<file path="src/rtl/core/bcc_pkg.sv">
// Shared types, constants and the CRC-32C byte step for the boot record checker.
// No dependencies.
package bcc_pkg;

  // record layout, byte offsets
  localparam logic [7:0] PosVer   = 8'd8;
  localparam logic [7:0] PosId0   = 8'd16;
  localparam logic [7:0] PosId1   = 8'd32;
  localparam logic [7:0] PosNode  = 8'd48;
  localparam logic [7:0] PosRows  = 8'd56;
  localparam logic [7:0] PosSeal  = 8'd60;
  localparam logic [7:0] PosVarb  = 8'd64;
  localparam logic [7:0] PosRsv   = 8'd96;
  localparam logic [7:0] PosTail  = 8'd124;
  localparam logic [7:0] PosEnd   = 8'd128;
  localparam logic [7:0] CntMax   = 8'd255;

  // bytes 16..95 go through the field shift line
  localparam int LineBytes = 80;
  localparam int LineTop   = 95;
  localparam int NumCount  = 7;

  localparam int NumStart [NumCount] = '{48, 56, 60, 64, 72, 80, 88};
  localparam int NumLen   [NumCount] = '{8, 4, 4, 8, 8, 8, 8};

  localparam logic [31:0] CrcPoly = 32'h82F63B78;
  localparam logic [31:0] CrcInit = 32'hFFFFFFFF;

  // "CDBROOT1"
  localparam logic [7:0] MagicBytes [8] = '{8'h43, 8'h44, 8'h42, 8'h52,
                                            8'h4F, 8'h4F, 8'h54, 8'h31};
  // major 1, minor 0, size 128
  localparam logic [7:0] HdrBytes [8] = '{8'd1, 8'd0, 8'd0, 8'd0,
                                          8'd128, 8'd0, 8'd0, 8'd0};

  localparam int NumWords = 11;
  typedef logic [3:0] widx_t;
  localparam widx_t LastIdx = 4'd10;

  typedef enum logic [2:0] {
    STS_OK       = 3'd0,
    STS_SIZE     = 3'd1,
    STS_CRC      = 3'd2,
    STS_MAGIC    = 3'd3,
    STS_VERSION  = 3'd4,
    STS_RESERVED = 3'd5,
    STS_DESC     = 3'd6
  } status_e;

  typedef enum logic [2:0] {
    EM_IDLE  = 3'b001,
    EM_JUDGE = 3'b010,
    EM_SEND  = 3'b100
  } emit_state_e;

  // byte routing from the capture unit to the CRC unit
  typedef struct packed {
    logic crc_en;
    logic tail_en;
  } pos_ctl_t;

  // per-record check results
  typedef struct packed {
    logic len_ok;
    logic magic_ok;
    logic version_ok;
    logic reserved_ok;
    logic desc_ok;
  } rec_flags_t;

  // one byte of reflected CRC-32C, bit by bit
  function automatic logic [31:0] crc_byte(input logic [31:0] crc, input logic [7:0] b);
    logic [31:0] c;
    c = crc ^ {24'd0, b};
    for (int k = 0; k < 8; k++) begin
      c = {1'b0, c[31:1]} ^ (c[0] ? CrcPoly : 32'd0);
    end
    return c;
  endfunction

endpackage

</file>
<file path="src/rtl/core/bcc_capture.sv">
// Byte counter, header checks and field shift line of the boot record checker.
// Depends on bcc_pkg.
module bcc_capture
  import bcc_pkg::*;
(
  input  logic        clk_i,
  input  logic        rst_ni,
  input  logic        take_i,
  input  logic [7:0]  byte_i,
  input  logic        clr_i,
  input  widx_t       sel_i,
  output pos_ctl_t    ctl_o,
  output rec_flags_t  flags_o,
  output logic [63:0] word_o
);

  logic [7:0] cnt_q, cnt_d;
  logic       magic_ok_q, magic_ok_d;
  logic       ver_ok_q, ver_ok_d;
  logic       rsv_ok_q, rsv_ok_d;
  logic       id0_nz_q, id0_nz_d;
  logic       id1_nz_q, id1_nz_d;
  logic       ids_diff_q, ids_diff_d;
  logic [NumCount-1:0] lim_nz_q, lim_nz_d;
  logic [LineBytes-1:0][7:0] line_q, line_d;

  logic       absorb;
  logic       nz;
  logic [7:0] lim_off;
  logic [2:0] slot;
  logic [63:0] words [NumWords];

  assign absorb = take_i && (cnt_q < PosEnd);
  assign nz     = (byte_i != 8'd0);
  assign lim_off = cnt_q - PosVarb;

  always_comb begin
    if (cnt_q < PosRows) begin
      slot = 3'd0;
    end else if (cnt_q < PosSeal) begin
      slot = 3'd1;
    end else if (cnt_q < PosVarb) begin
      slot = 3'd2;
    end else begin
      slot = 3'd3 + {1'b0, lim_off[4:3]};
    end
  end

  always_comb begin
    ctl_o.crc_en  = absorb && (cnt_q < PosTail);
    ctl_o.tail_en = absorb && (cnt_q >= PosTail);
  end

  always_comb begin
    cnt_d      = cnt_q;
    magic_ok_d = magic_ok_q;
    ver_ok_d   = ver_ok_q;
    rsv_ok_d   = rsv_ok_q;
    id0_nz_d   = id0_nz_q;
    id1_nz_d   = id1_nz_q;
    ids_diff_d = ids_diff_q;
    lim_nz_d   = lim_nz_q;
    line_d     = line_q;
    if (clr_i) begin
      cnt_d      = 8'd0;
      magic_ok_d = 1'b1;
      ver_ok_d   = 1'b1;
      rsv_ok_d   = 1'b1;
      id0_nz_d   = 1'b0;
      id1_nz_d   = 1'b0;
      ids_diff_d = 1'b0;
      lim_nz_d   = '0;
    end else if (take_i) begin
      if (cnt_q != CntMax) cnt_d = cnt_q + 8'd1;
      if (absorb) begin
        if (cnt_q < PosVer) begin
          if (byte_i != MagicBytes[cnt_q[2:0]]) magic_ok_d = 1'b0;
        end else if (cnt_q < PosId0) begin
          if (byte_i != HdrBytes[cnt_q[2:0]]) ver_ok_d = 1'b0;
        end else if (cnt_q < PosRsv) begin
          line_d = {line_q[LineBytes-2:0], byte_i};
          if (cnt_q < PosId1) begin
            if (nz) id0_nz_d = 1'b1;
          end else if (cnt_q < PosNode) begin
            if (nz) id1_nz_d = 1'b1;
            // the matching byte of the first ID sits 16 places back
            if (byte_i != line_q[15]) ids_diff_d = 1'b1;
          end else begin
            if (nz) lim_nz_d[slot] = 1'b1;
          end
        end else if (cnt_q < PosTail) begin
          if (nz) rsv_ok_d = 1'b0;
        end
      end
    end
  end

  always_ff @(posedge clk_i or negedge rst_ni) begin
    if (!rst_ni) begin
      cnt_q      <= 8'd0;
      magic_ok_q <= 1'b1;
      ver_ok_q   <= 1'b1;
      rsv_ok_q   <= 1'b1;
      id0_nz_q   <= 1'b0;
      id1_nz_q   <= 1'b0;
      ids_diff_q <= 1'b0;
      lim_nz_q   <= '0;
    end else begin
      cnt_q      <= cnt_d;
      magic_ok_q <= magic_ok_d;
      ver_ok_q   <= ver_ok_d;
      rsv_ok_q   <= rsv_ok_d;
      id0_nz_q   <= id0_nz_d;
      id1_nz_q   <= id1_nz_d;
      ids_diff_q <= ids_diff_d;
      lim_nz_q   <= lim_nz_d;
    end
  end

  // payload only, fully rewritten by every full-length record
  always_ff @(posedge clk_i) begin
    line_q <= line_d;
  end

  always_comb begin
    flags_o.len_ok      = (cnt_q == PosEnd);
    flags_o.magic_ok    = magic_ok_q;
    flags_o.version_ok  = ver_ok_q;
    flags_o.reserved_ok = rsv_ok_q;
    flags_o.desc_ok     = id0_nz_q && id1_nz_q && ids_diff_q && (&lim_nz_q);
  end

  // record byte p sits at line_q[95 - p]
  always_comb begin
    for (int h = 0; h < 4; h++) begin
      for (int k = 0; k < 8; k++) begin
        // ID halves: first byte most significant
        words[h][8*(7-k) +: 8] = line_q[LineTop - 16 - 8*h - k];
      end
    end
    for (int n = 0; n < NumCount; n++) begin
      words[4+n] = 64'd0;
      for (int k = 0; k < 8; k++) begin
        if (k < NumLen[n]) words[4+n][8*k +: 8] = line_q[LineTop - NumStart[n] - k];
      end
    end
  end

  assign word_o = (sel_i <= LastIdx) ? words[sel_i] : 64'd0;

endmodule

</file>
<file path="config.mk">
export PLATFORM = sky130hd
export DESIGN_NAME = bcc_capture
export DESIGN_NICKNAME = d
export VERILOG_FILES = /design/src/rtl/core/bcc_pkg.sv /design/src/rtl/core/bcc_capture.sv
export SDC_FILE = /design/constraint.sdc
export NUM_CORES = 1
export LEC_CHECK = 0
export BUFFER_PORTS_ARGS = -buffer_cell sky130_fd_sc_hd__buf_2
export CORE_AREA = 2 2 220 222
export CTS_CLUSTER_DIAMETER = 60
export CTS_CLUSTER_SIZE = 14
export DETAILED_ROUTE_END_ITERATION = 10
export DIE_AREA = 0 0 222 224
export PLACE_DENSITY = 0.72
export REMOVE_ABC_BUFFERS = 1
export SYNTH_ARGS = -nofsm -noshare
export SYNTH_HDL_FRONTEND = slang
export SYNTH_SLANG_ARGS = --single-unit
</file>
<file path="constraint.sdc">
create_clock -name clk_i -period 71.5 [get_ports clk_i]
set_input_delay 14.3 -clock clk_i [delete_from_list [all_inputs] [get_ports clk_i]]
set_output_delay 14.3 -clock clk_i [all_outputs]
set_load 0.02 [all_outputs]
</file>
# Word-level counts from Yosys, hierarchy flattened
# Memory sizes are Yosys's and may differ from the RTL's.
# Cells that the tools add are included.
[classes]
addsub = 3
n_lt_le_gt_ge = 16
eq_ne = 10
n_mux = 69
bitwise_logic = 6
n_reduce_logical = 31
[ops]
columns = ["op", "count"]
rows = [
  ["binary-select mux 64 bit (select 4 bit)", 1],
  ["2-to-1 mux 64 bit", 3],
  ["2-to-1 mux 7 bit", 9],
  ["2-to-1 mux 8 bit", 7],
  ["2-to-1 mux 1 bit", 45],
  ["less-than comparator 8 x 6 -> 1 bit, second input constant", 4],
  ["nonzero test 2 bit", 13],
  ["less-than comparator 8 x 7 -> 1 bit, second input constant", 3],
  ["!= test 8 bit", 3],
  ["AND reduction 8 bit", 3],
  ["AND reduction 7 bit", 3],
  ["!= test 2 bit, second input constant", 5],
  ["2-to-1 mux 3 bit", 3],
  ["adder 8 x 1 -> 8 bit, second input constant", 1],
  ["equality test 8 bit, second input constant", 1],
  [">= comparator 8 x 7 -> 1 bit, second input constant", 1],
  ["less-than comparator 8 x 4 -> 1 bit, second input constant", 1],
  ["less-than comparator 8 x 5 -> 1 bit, second input constant", 1],
  ["less-than comparator 8 bit, second input constant", 1],
  ["!= test 8 bit, second input constant", 1],
  ["nonzero test 8 bit", 1],
  ["logical AND 1 bit", 7],
  ["bitwise OR 7 bit", 1],
  ["AND reduction 6 bit", 1],
  ["14 further kinds", 16],
]
[word_totals]
reg_bits = 661
romBits = 128
input_bits = 16
out_inout_bits = 71
elab_cells = 225
memories = 2
[memory_table]
columns = ["name", "words", "width", "rd", "rd_clocked_by_memory_dff", "write_ports", "line_no", "source"]
rows = [
  ["(no name shown)", 8, 8, 1, 0, 0, "bcc_capture.sv:79", "if (byte_i != HdrBytes[cnt_q[2:0]]) ver_ok_d = 1'b0;"],
  ["(no name shown)", 8, 8, 1, 0, 0, "bcc_capture.sv:77", "if (byte_i != MagicBytes[cnt_q[2:0]]) magic_ok_d = 1'b0;"],
]

# Logic depth before layout (Yosys ltp)
# Gate-level depths: netlist of run 1.
[logic_depth]
depth_word = 19
ltp_mapped = 7
depth_no_buf = 6

# Worst setup path after synthesis of run 1
# No wires, ideal clock.
[synth_path]
path_type = "input-to-reg"
startpoint = "input clr_i"
endpoint = "register line_q[0] in the netlist's numbering, enable pin"
setup_time_ns = 2.433
arrival_time_ns = 57.958
required_ns = 69.067
path_slack_ns = 11.109
path_stages = 3
n_path_buf = 1
path_cell_list = "buf_6 -> or3b_4 -> nor3_1"
[synth_between]
elab_chain_len = 2
[synth_rtl]
columns = ["item", "line_no", "source"]
rows = [
  ["start: declaration", "bcc_capture.sv:10", "input logic clr_i,"],
  ["NOT 1 bit (no line)", "n/a", ""],
  ["AND reduction 6 bit (no line)", "n/a", ""],
  ["end signal: assignment", "bcc_capture.sv:122", "line_q <= line_d;"],
  ["end: declaration", "bcc_capture.sv:25", "logic [LineBytes-1:0][7:0] line_q, line_d;"],
]
# No other way between the ends.
# A chain may end at the register's enable or synchronous reset.

# Worst setup path in the final report of run 1
[layout_path]
startpoint = "input sel_i[0]"
endpoint = "output word_o[50]"
[layout_between]
elab_chain_len = 5
word_cells_on_any_way = 6
cone_classes = "order compare: 1; mux: 4; bitwise: 1"
[layout_rtl]
columns = ["item", "line_no", "source"]
rows = [
  ["start: declaration", "bcc_capture.sv:11", "input widx_t sel_i,"],
  ["NOT 4 -> 5 bit (implied by the code)", "bcc_capture.sv:149", "assign word_o = (sel_i <= LastIdx) ? words[sel_i] : 64'd0;"],
  ["binary-select mux 64 bit (select 4 bit)", "bcc_capture.sv:149", ""],
  ["2-to-1 mux 64 bit (implied by the code) (2 in series)", "bcc_capture.sv:149", ""],
  ["2-to-1 mux 64 bit (*)", "bcc_capture.sv:149", ""],
  ["end: declaration", "bcc_capture.sv:14", "output logic [63:0] word_o"],
]
# Mark *: on every way between the ends. The rest lies on a longest branch, timed or not. The select of a mux whose other input is x is not followed.

==> summary.md, run 1 <==
| Metric | Value |
|---|---|
| Status | finished clean |
| Synth cell types | 54 |
| Dpl ws | 39440 ps |
| Core area | around 0.047 mm2 |
| CTS tree | yes |
| Reg-to-Reg Start | cnt_q[7] |
| Final Critical Period | ~32000 ps |
| TritonRoute pass-1 iters | 5 |
| Startpoint types | primary input |
| Pwr Density | about 26 mW/mm2 |
| Root Driver | clkbuf_16 |
| Layout Cells excl Fill | about 2.1k |
| Initial drt markers | around 1.6k |
| Die X-Extent | around 220 um |
| Initial Util | roughly 55% |
| Port Buffer Count | 86 |
| Vias in the first global route | around 13k |
| Part of the cycle the worst path needs | 44.7% |
| Placed Cells | 2013 |
| Worst EP arrival | 17680 ps |
| Crit-path max FO | between 50 and 60 |
| Seq cells post-synth | around 660 |
| Total power | 0.732 mW |
| Finished Core Util | between 50% and 60% |
| Overflow after GRT | 0 |
| CTS Sinks | 661 |
| Design Area, Final | 0.0284 mm2 |
| Worst Setup SP | sel_i[0] |
| CTS resizes | 0 |
| # hold bufs at CTS | 0 |
| Yosys top cell by area | edfxtp_1 |
| Top post-synthesis cells by area | edfxtp_1, mux4_2, mux2i_1, dfrtp_1, nor2_1 |
| Nets | 1477 |
| Slew Limit Fails | 0 |
| Yosys warning count | 0 |
| Routed WL | 51800 um |
| Worst Max-Slew Pin Slew | 1170 ps |
| GRT Overall Usage | 20.8% |
| # rows | 80 |
| HP Class | reg -> reg |
| Num CTS Buffers | 54 |
| Worst setup EP type | output port |
| Reg area | roughly 0.020 mm2 |
| Rel. slew slack | between 20% and 30% |
| Post-Syn Area | around 0.026 mm2 |
| DRT antenna net count | 0 |
| Layout cells sized above 1 | ~18% |
| Routability congestion estimate | a little over 0.8 |
| Unrepaired setup endpoints after global routing | false |
| Detailed placement HPWL | approximately 31000 um |
| EDFF count, synth | 640 |
| I/O Pins | 87 |
| Drt wl/cell | 24.6 um |
| Vias per std cell | 6.20 |
| Clock Tree Buf Depth | 3 |
| Area share of the largest cell type after synthesis | 74.4% |
| Async set or reset register ratio after synthesis | approximately 3.2% |
| Setup CP Type | in -> out |
| Die H | between 200 and 250 um |
| Vias | between 10k and 15k |
| Filler Cells Inserted | 3351 |
| Fmax | ~0.031 GHz |
| Final setup fails | 0 |
| Min-delay src | line_q[129] |
| Clock transition at the registers of the reported paths | 70 ps |
| Placed cell area | between 0.02 and 0.03 mm2 |
| Layout Area Growth over Synthesis | 9.91% |
| Die Area | 0.0497 mm2 |
| Pin count of the biggest net entering global routing | 199 |
| H-tree levels | 2 |
| Initial antenna violation count | 3 |
| Final hold viol count | 0 |
| Gate Count Post-Synth | about 1.4k |
| Setup Total Neg Slack | 0 ps |
| Syn Area/Cell | ~19 um2 |
| Post-synth top flop | edfxtp_1 |
| Register area share after synthesis | between 70% and 80% |
| Postcts setup bufs | 0 |
| Final WS setup | ~40000 ps |
| Final Skew | approximately 21 ps |
| First-pass GRT wire length | a little under 80000 um |
| Skew-Pair Late Insertion Delay | 610 ps |
| Maximum VDD drop | roughly 0.018 mV |
| DR DRC count | 0 |
| Multi-input logic area | around 0.0056 mm2 |
| WHS | ~440 ps |
| Max Cap Viol | 0 |
| Static Leak | slightly above 9 nW |
| Worst Path Required | 57200 ps |
==> critical path: stages <==
cell	delay [ps]
clkbuf_8	540
buf_4	660
nor2b_4	790
buf_4	540
a2bb2oi_1	160
a211oi_1	290
a21o_1	140
buf_2	170
==> worst paths after layout <==
path	to	slack, ps	depth (start not counted)
max reg2reg	line_q[580]	66820	5
max	word_o[50]	39520	8
min in group asynchronous	cnt_q[7]	13670	1
max in group asynchronous	ver_ok_q	57470	1
min reg2reg	line_q[137]	440	0
min	line_q[137]	440	0
==> area by class of cell <==
class,count,share of cell area [%]
flip-flops and latches,661,69.6
multi-input cells,617,19.9
clock buffers,90,5.50
well taps,615,2.71
repair buffers,102,2.05
inverters,18,0.238
clock inverters,3,0.0881
diodes,1,0.00881
==> logic make-up (layout without fill, tap and decap cells) <==
kind of cell / Yosys count / in the layout / share of synthesized area, %
flops: 661 / 661 / 76.4
compound gates: 227 / 227 / 5.69
mux: 198 / 198 / 12.3
simple gates: 171 / 171 / 2.92
buf+inv: 105 / 213 / 1.81
xor+xnor: 14 / 14 / 0.475
fa+ha+maj: 7 / 7 / 0.339
other cells: 0 / 1 / 0
==> flip-flops by register name, indices dropped and copies added, names as in the netlist <==
signal and flops:
magic_ok_q 1, id0_nz_q 1, lim_nz_q 7, line_q 640, cnt_q 8, ids_diff_q 1, ver_ok_q 1, rsv_ok_q 1
id1_nz_q 1
==> cells in the mapped netlist, types with 2 or more instances <==
cell type	n
a211o_1	31
a21oi_1	71
a22oi_1	32
a311oi_1	2
and2_1	5
buf_1	9
buf_2	35
buf_4	6
clkbuf_1	36
dfrtp_1	18
dfstp_2	3
edfxtp_1	640
ha_1	7
inv_1	18
mux2i_1	101
mux4_2	96
nand2_1	11
nand2b_1	5
nand3_1	3
nand4_1	6
nand4b_1	2
nor2_1	119
nor2b_1	2
nor3_1	7
nor4_1	3
o2111a_1	2
o21ai_0	36
o22ai_1	33
o32ai_1	7
xnor2_1	12
xor2_1	2
==> routing by layer <==
metal,global-route usage [%],wire length (um),vias up,share of wire (%)
li1,-,-,5706,-
met1,30.4,22600,6818,44
met2,32.7,24900,461,48
met3,4.00,3420,72,6.6
met4,5.65,969,4,1.9
met5,0,17,-,0.033
==> cells in the final DEF, fill, tap and decap left out, types with 2 or more instances in the layout <==
master,count
edfxtp_1,640
nor2_1,118
mux2i_1,101
mux4_2,96
buf_2,83
a21oi_1,71
clkbuf_16,57
o21ai_0,36
o22ai_1,33
a22oi_1,32
clkbuf_1,32
a211o_1,31
inv_1,18
dfrtp_1,18
buf_4,16
xnor2_1,12
nand2_1,11
o32ai_1,7
ha_1,7
nor3_1,6
nand4_1,6
and2_1,5
nand2b_1,5
nor4_1,3
nand3_1,3
clkbuf_8,3
dfstp_2,3
o2111a_1,2
a311oi_1,2
xor2_1,2
nand4b_1,2
==> power by group <==
group	total (mW)	internal (mW)	switching (mW)
logic	0.0351	0.0134	0.0217
clock network	0.278	0.148	0.130
registers	0.419	0.418	0.000315
total	0.732	0.580	0.152
No activity file was read; power rests on OpenSTA's default activity.
==> run 2: changes to the inputs <==
Clock period 71.5 ns to 32.2 ns, I/O delays scaled along.
==> summary.md, run 2 (same netlist as run 1, synthesis figures left out) <==
| Metric | Value |
|---|---|
| H-tree levels | 2 (unchanged) |
| Maximum VDD drop | 0.0398 mV (+120%) |
| Final Skew | 28.0 ps (+7.09 ps) |
| Root Driver | clkbuf_16 |
| Status | finished clean |
| Die H | 224 um (unchanged) |
| Delay of the slowest cell on the worst path | 790 ps (about the same) |
| Pwr Density | 57.1 mW/mm2 (+120%) |
| Port Buffer Count | 86 (unchanged) |
| Vias | 13.0k (-0.60%) |
| WHS | 441 ps (+3.49 ps) |
| TritonRoute pass-1 iters | 5 (unchanged) |
| CP cell instances | clkbuf_8, buf_4, nor2b_4, buf_4, a2bb2oi_1, a211oi_1, a21o_1, buf_2 |
| HP Class | reg -> reg |
| Setup Total Neg Slack | 0 ps (unchanged) |
| CTS tree | yes |
| Die X-Extent | 222 um (unchanged) |
| Die Area | 0.0497 mm2 (unchanged) |
| # hold bufs at CTS | 0 (unchanged) |
| Clock Tree Buf Depth | 3 (unchanged) |
| Worst Path Required | 25760 ps (-31440 ps) |
| Skew-Pair Late Insertion Delay | 600 ps (about the same) |
| Fmax | roughly 0.062 GHz |
| Vias in the first global route | 12.9k (-1.2%) |
| Initial Util | 54.6% (unchanged) |
| Most used cell, CP | buf_4 |
| Worst setup EP type | output port |
| GRT Overall Usage | 20.8% (-0.064 points) |
| Detailed placement HPWL | 30900 um (-0.63%) |
| Postcts setup bufs | 0 (unchanged) |
| Static Leak | 9.29 nW (about the same) |
| Initial antenna violation count | 3 (unchanged) |
| Filler Cells Inserted | 3389 (+1.1%) |
| Crit-path max FO | 56 (unchanged) |
| Reg area | 0.0197 mm2 (unchanged) |
| Worst Max-Slew Pin Slew | 1190 ps (+15.3 ps) |
| Worst Hold Path Cells | 0 (unchanged) |
| Biggest regs | line_q x640, cnt_q x8, lim_nz_q x7 |
| Final setup fails | 0 (unchanged) |
| Pin count of the biggest net entering global routing | 199 (unchanged) |
| CTS Sinks | 661 (unchanged) |
| Diode count | 0 (-1) |
| Routability congestion estimate | 0.828 (about the same) |
| Routed WL | 51200 um (-1.1%) |
| Rel. slew slack | 20.7% (-1.0 points) |
| Final Critical Period | roughly 16000 ps |
| Placed Cells | 2013 (unchanged) |
| Commonest non-fill, non-tap cell in the layout | edfxtp_1 |
| Biggest register | line_q |
| Startpoint types | primary input |
| Worst EP arrival | 9790 ps (-7890 ps) |
| Setup CP Type | in -> out |
| Total power | 1.62 mW (+120%) |
| Drt wl/cell | 24.2 um (-1.4%) |
| Max Cap Viol | 0 (unchanged) |
| I/O Pins | 87 (unchanged) |
| Num CTS Buffers | 54 (unchanged) |
| Slew Limit Fails | 0 (unchanged) |
| Final hold viol count | 0 (unchanged) |
| Clock transition at the registers of the reported paths | 60 ps (about the same) |
| Nets | 1477 (unchanged) |
| Leading cell types in the layout, fill and taps excluded | edfxtp_1, nor2_1, mux2i_1 |
| DR DRC count | 0 (unchanged) |
| Layout Cells excl Fill | 2113 (+0.28%) |
| Max reg flops | 640 (unchanged) |
| Unrepaired setup endpoints after global routing | false |
| Overflow after GRT | 0 (unchanged) |
| Multi-input logic area | 0.00564 mm2 (unchanged) |
| Slowest CP cell | nor2b_4 |
| First-pass GRT wire length | 78200 um (-0.26%) |
| # rows | 80 (unchanged) |
| Layout cells sized above 1 | 18.2% (-0.018 points) |
| Initial drt markers | 1659 (+2.0%) |
| Layout Area Growth over Synthesis | 9.89% (about the same) |
| CTS resizes | 0 (unchanged) |
| DRT antenna net count | 0 (unchanged) |
| Core area | 0.0473 mm2 (unchanged) |
| Vias per std cell | 6.14 (-0.89%) |
| FF-to-FF path depth | 5 (unchanged) |
| Part of the cycle the worst path needs | around half |
## run 2: final timing paths
| path | slack, ps | to | startpoint |
|---|---|---|---|
| setup / recovery | 15970 | word_o[50] | sel_i[0] |
| hold / removal | 440 | line_q[193] | line_q[185] |
| setup reg to reg | 27490 | line_q[452] | cnt_q[7] |
| hold reg to reg | 440 | line_q[193] | line_q[185] |
| max in group asynchronous | 26050 | rsv_ok_q | rst_ni |
| min in group asynchronous | 5810 | lim_nz_q[6] | rst_ni |
## run 2: through the flow
stage | utilization (%) | setup WS [ps] | area [um2]
6_report | 60.0 | 15970 | 28400
5_1_grt | 60.0 | 15660 | 28400
3_3_place_gp | 56.6 | 15960 | 26800
3_5_place_dp | 56.6 | 15900 | 26800
2_1_floorplan | - | -20220 | 25400
4_1_cts | 60.0 | 15880 | 28400
## run 2: power by group
group	switching, mW	total [mW]	leakage [nW]	internal, mW
Clock	0.290	0.615	0.758	0.325
Sequential	0.000687	0.929	6.03	0.929
Combinational	0.0480	0.0777	2.50	0.0297
Total	0.339	1.62	9.29	1.28
## run 2: final cells by class
| cell class | instances | share of cell area, % |
|---|---|---|
| clock buffer | 95 | 5.45 |
| tap | 615 | 2.71 |
| inverter | 18 | 0.238 |
| sequential | 661 | 69.6 |
| timing repair buffer | 102 | 2.05 |
| clock inverter | 5 | 0.128 |
| multi-input combinational | 617 | 19.9 |
## run 2: layer usage
metal	part of all wire, %	GRT usage [%]
met1	44	30.9
met2	47	31.7
met3	7.3	4.91
met4	1.6	4.38
met5	0.061	0
## run 2: worst max-delay path: cells and delay by family
kind / cells / cell delay [ps]
and+or+nand+nor: 1 / 790
AOI/OAI and AO/OA: 3 / 570
buffers and inverters: 4 / 1890
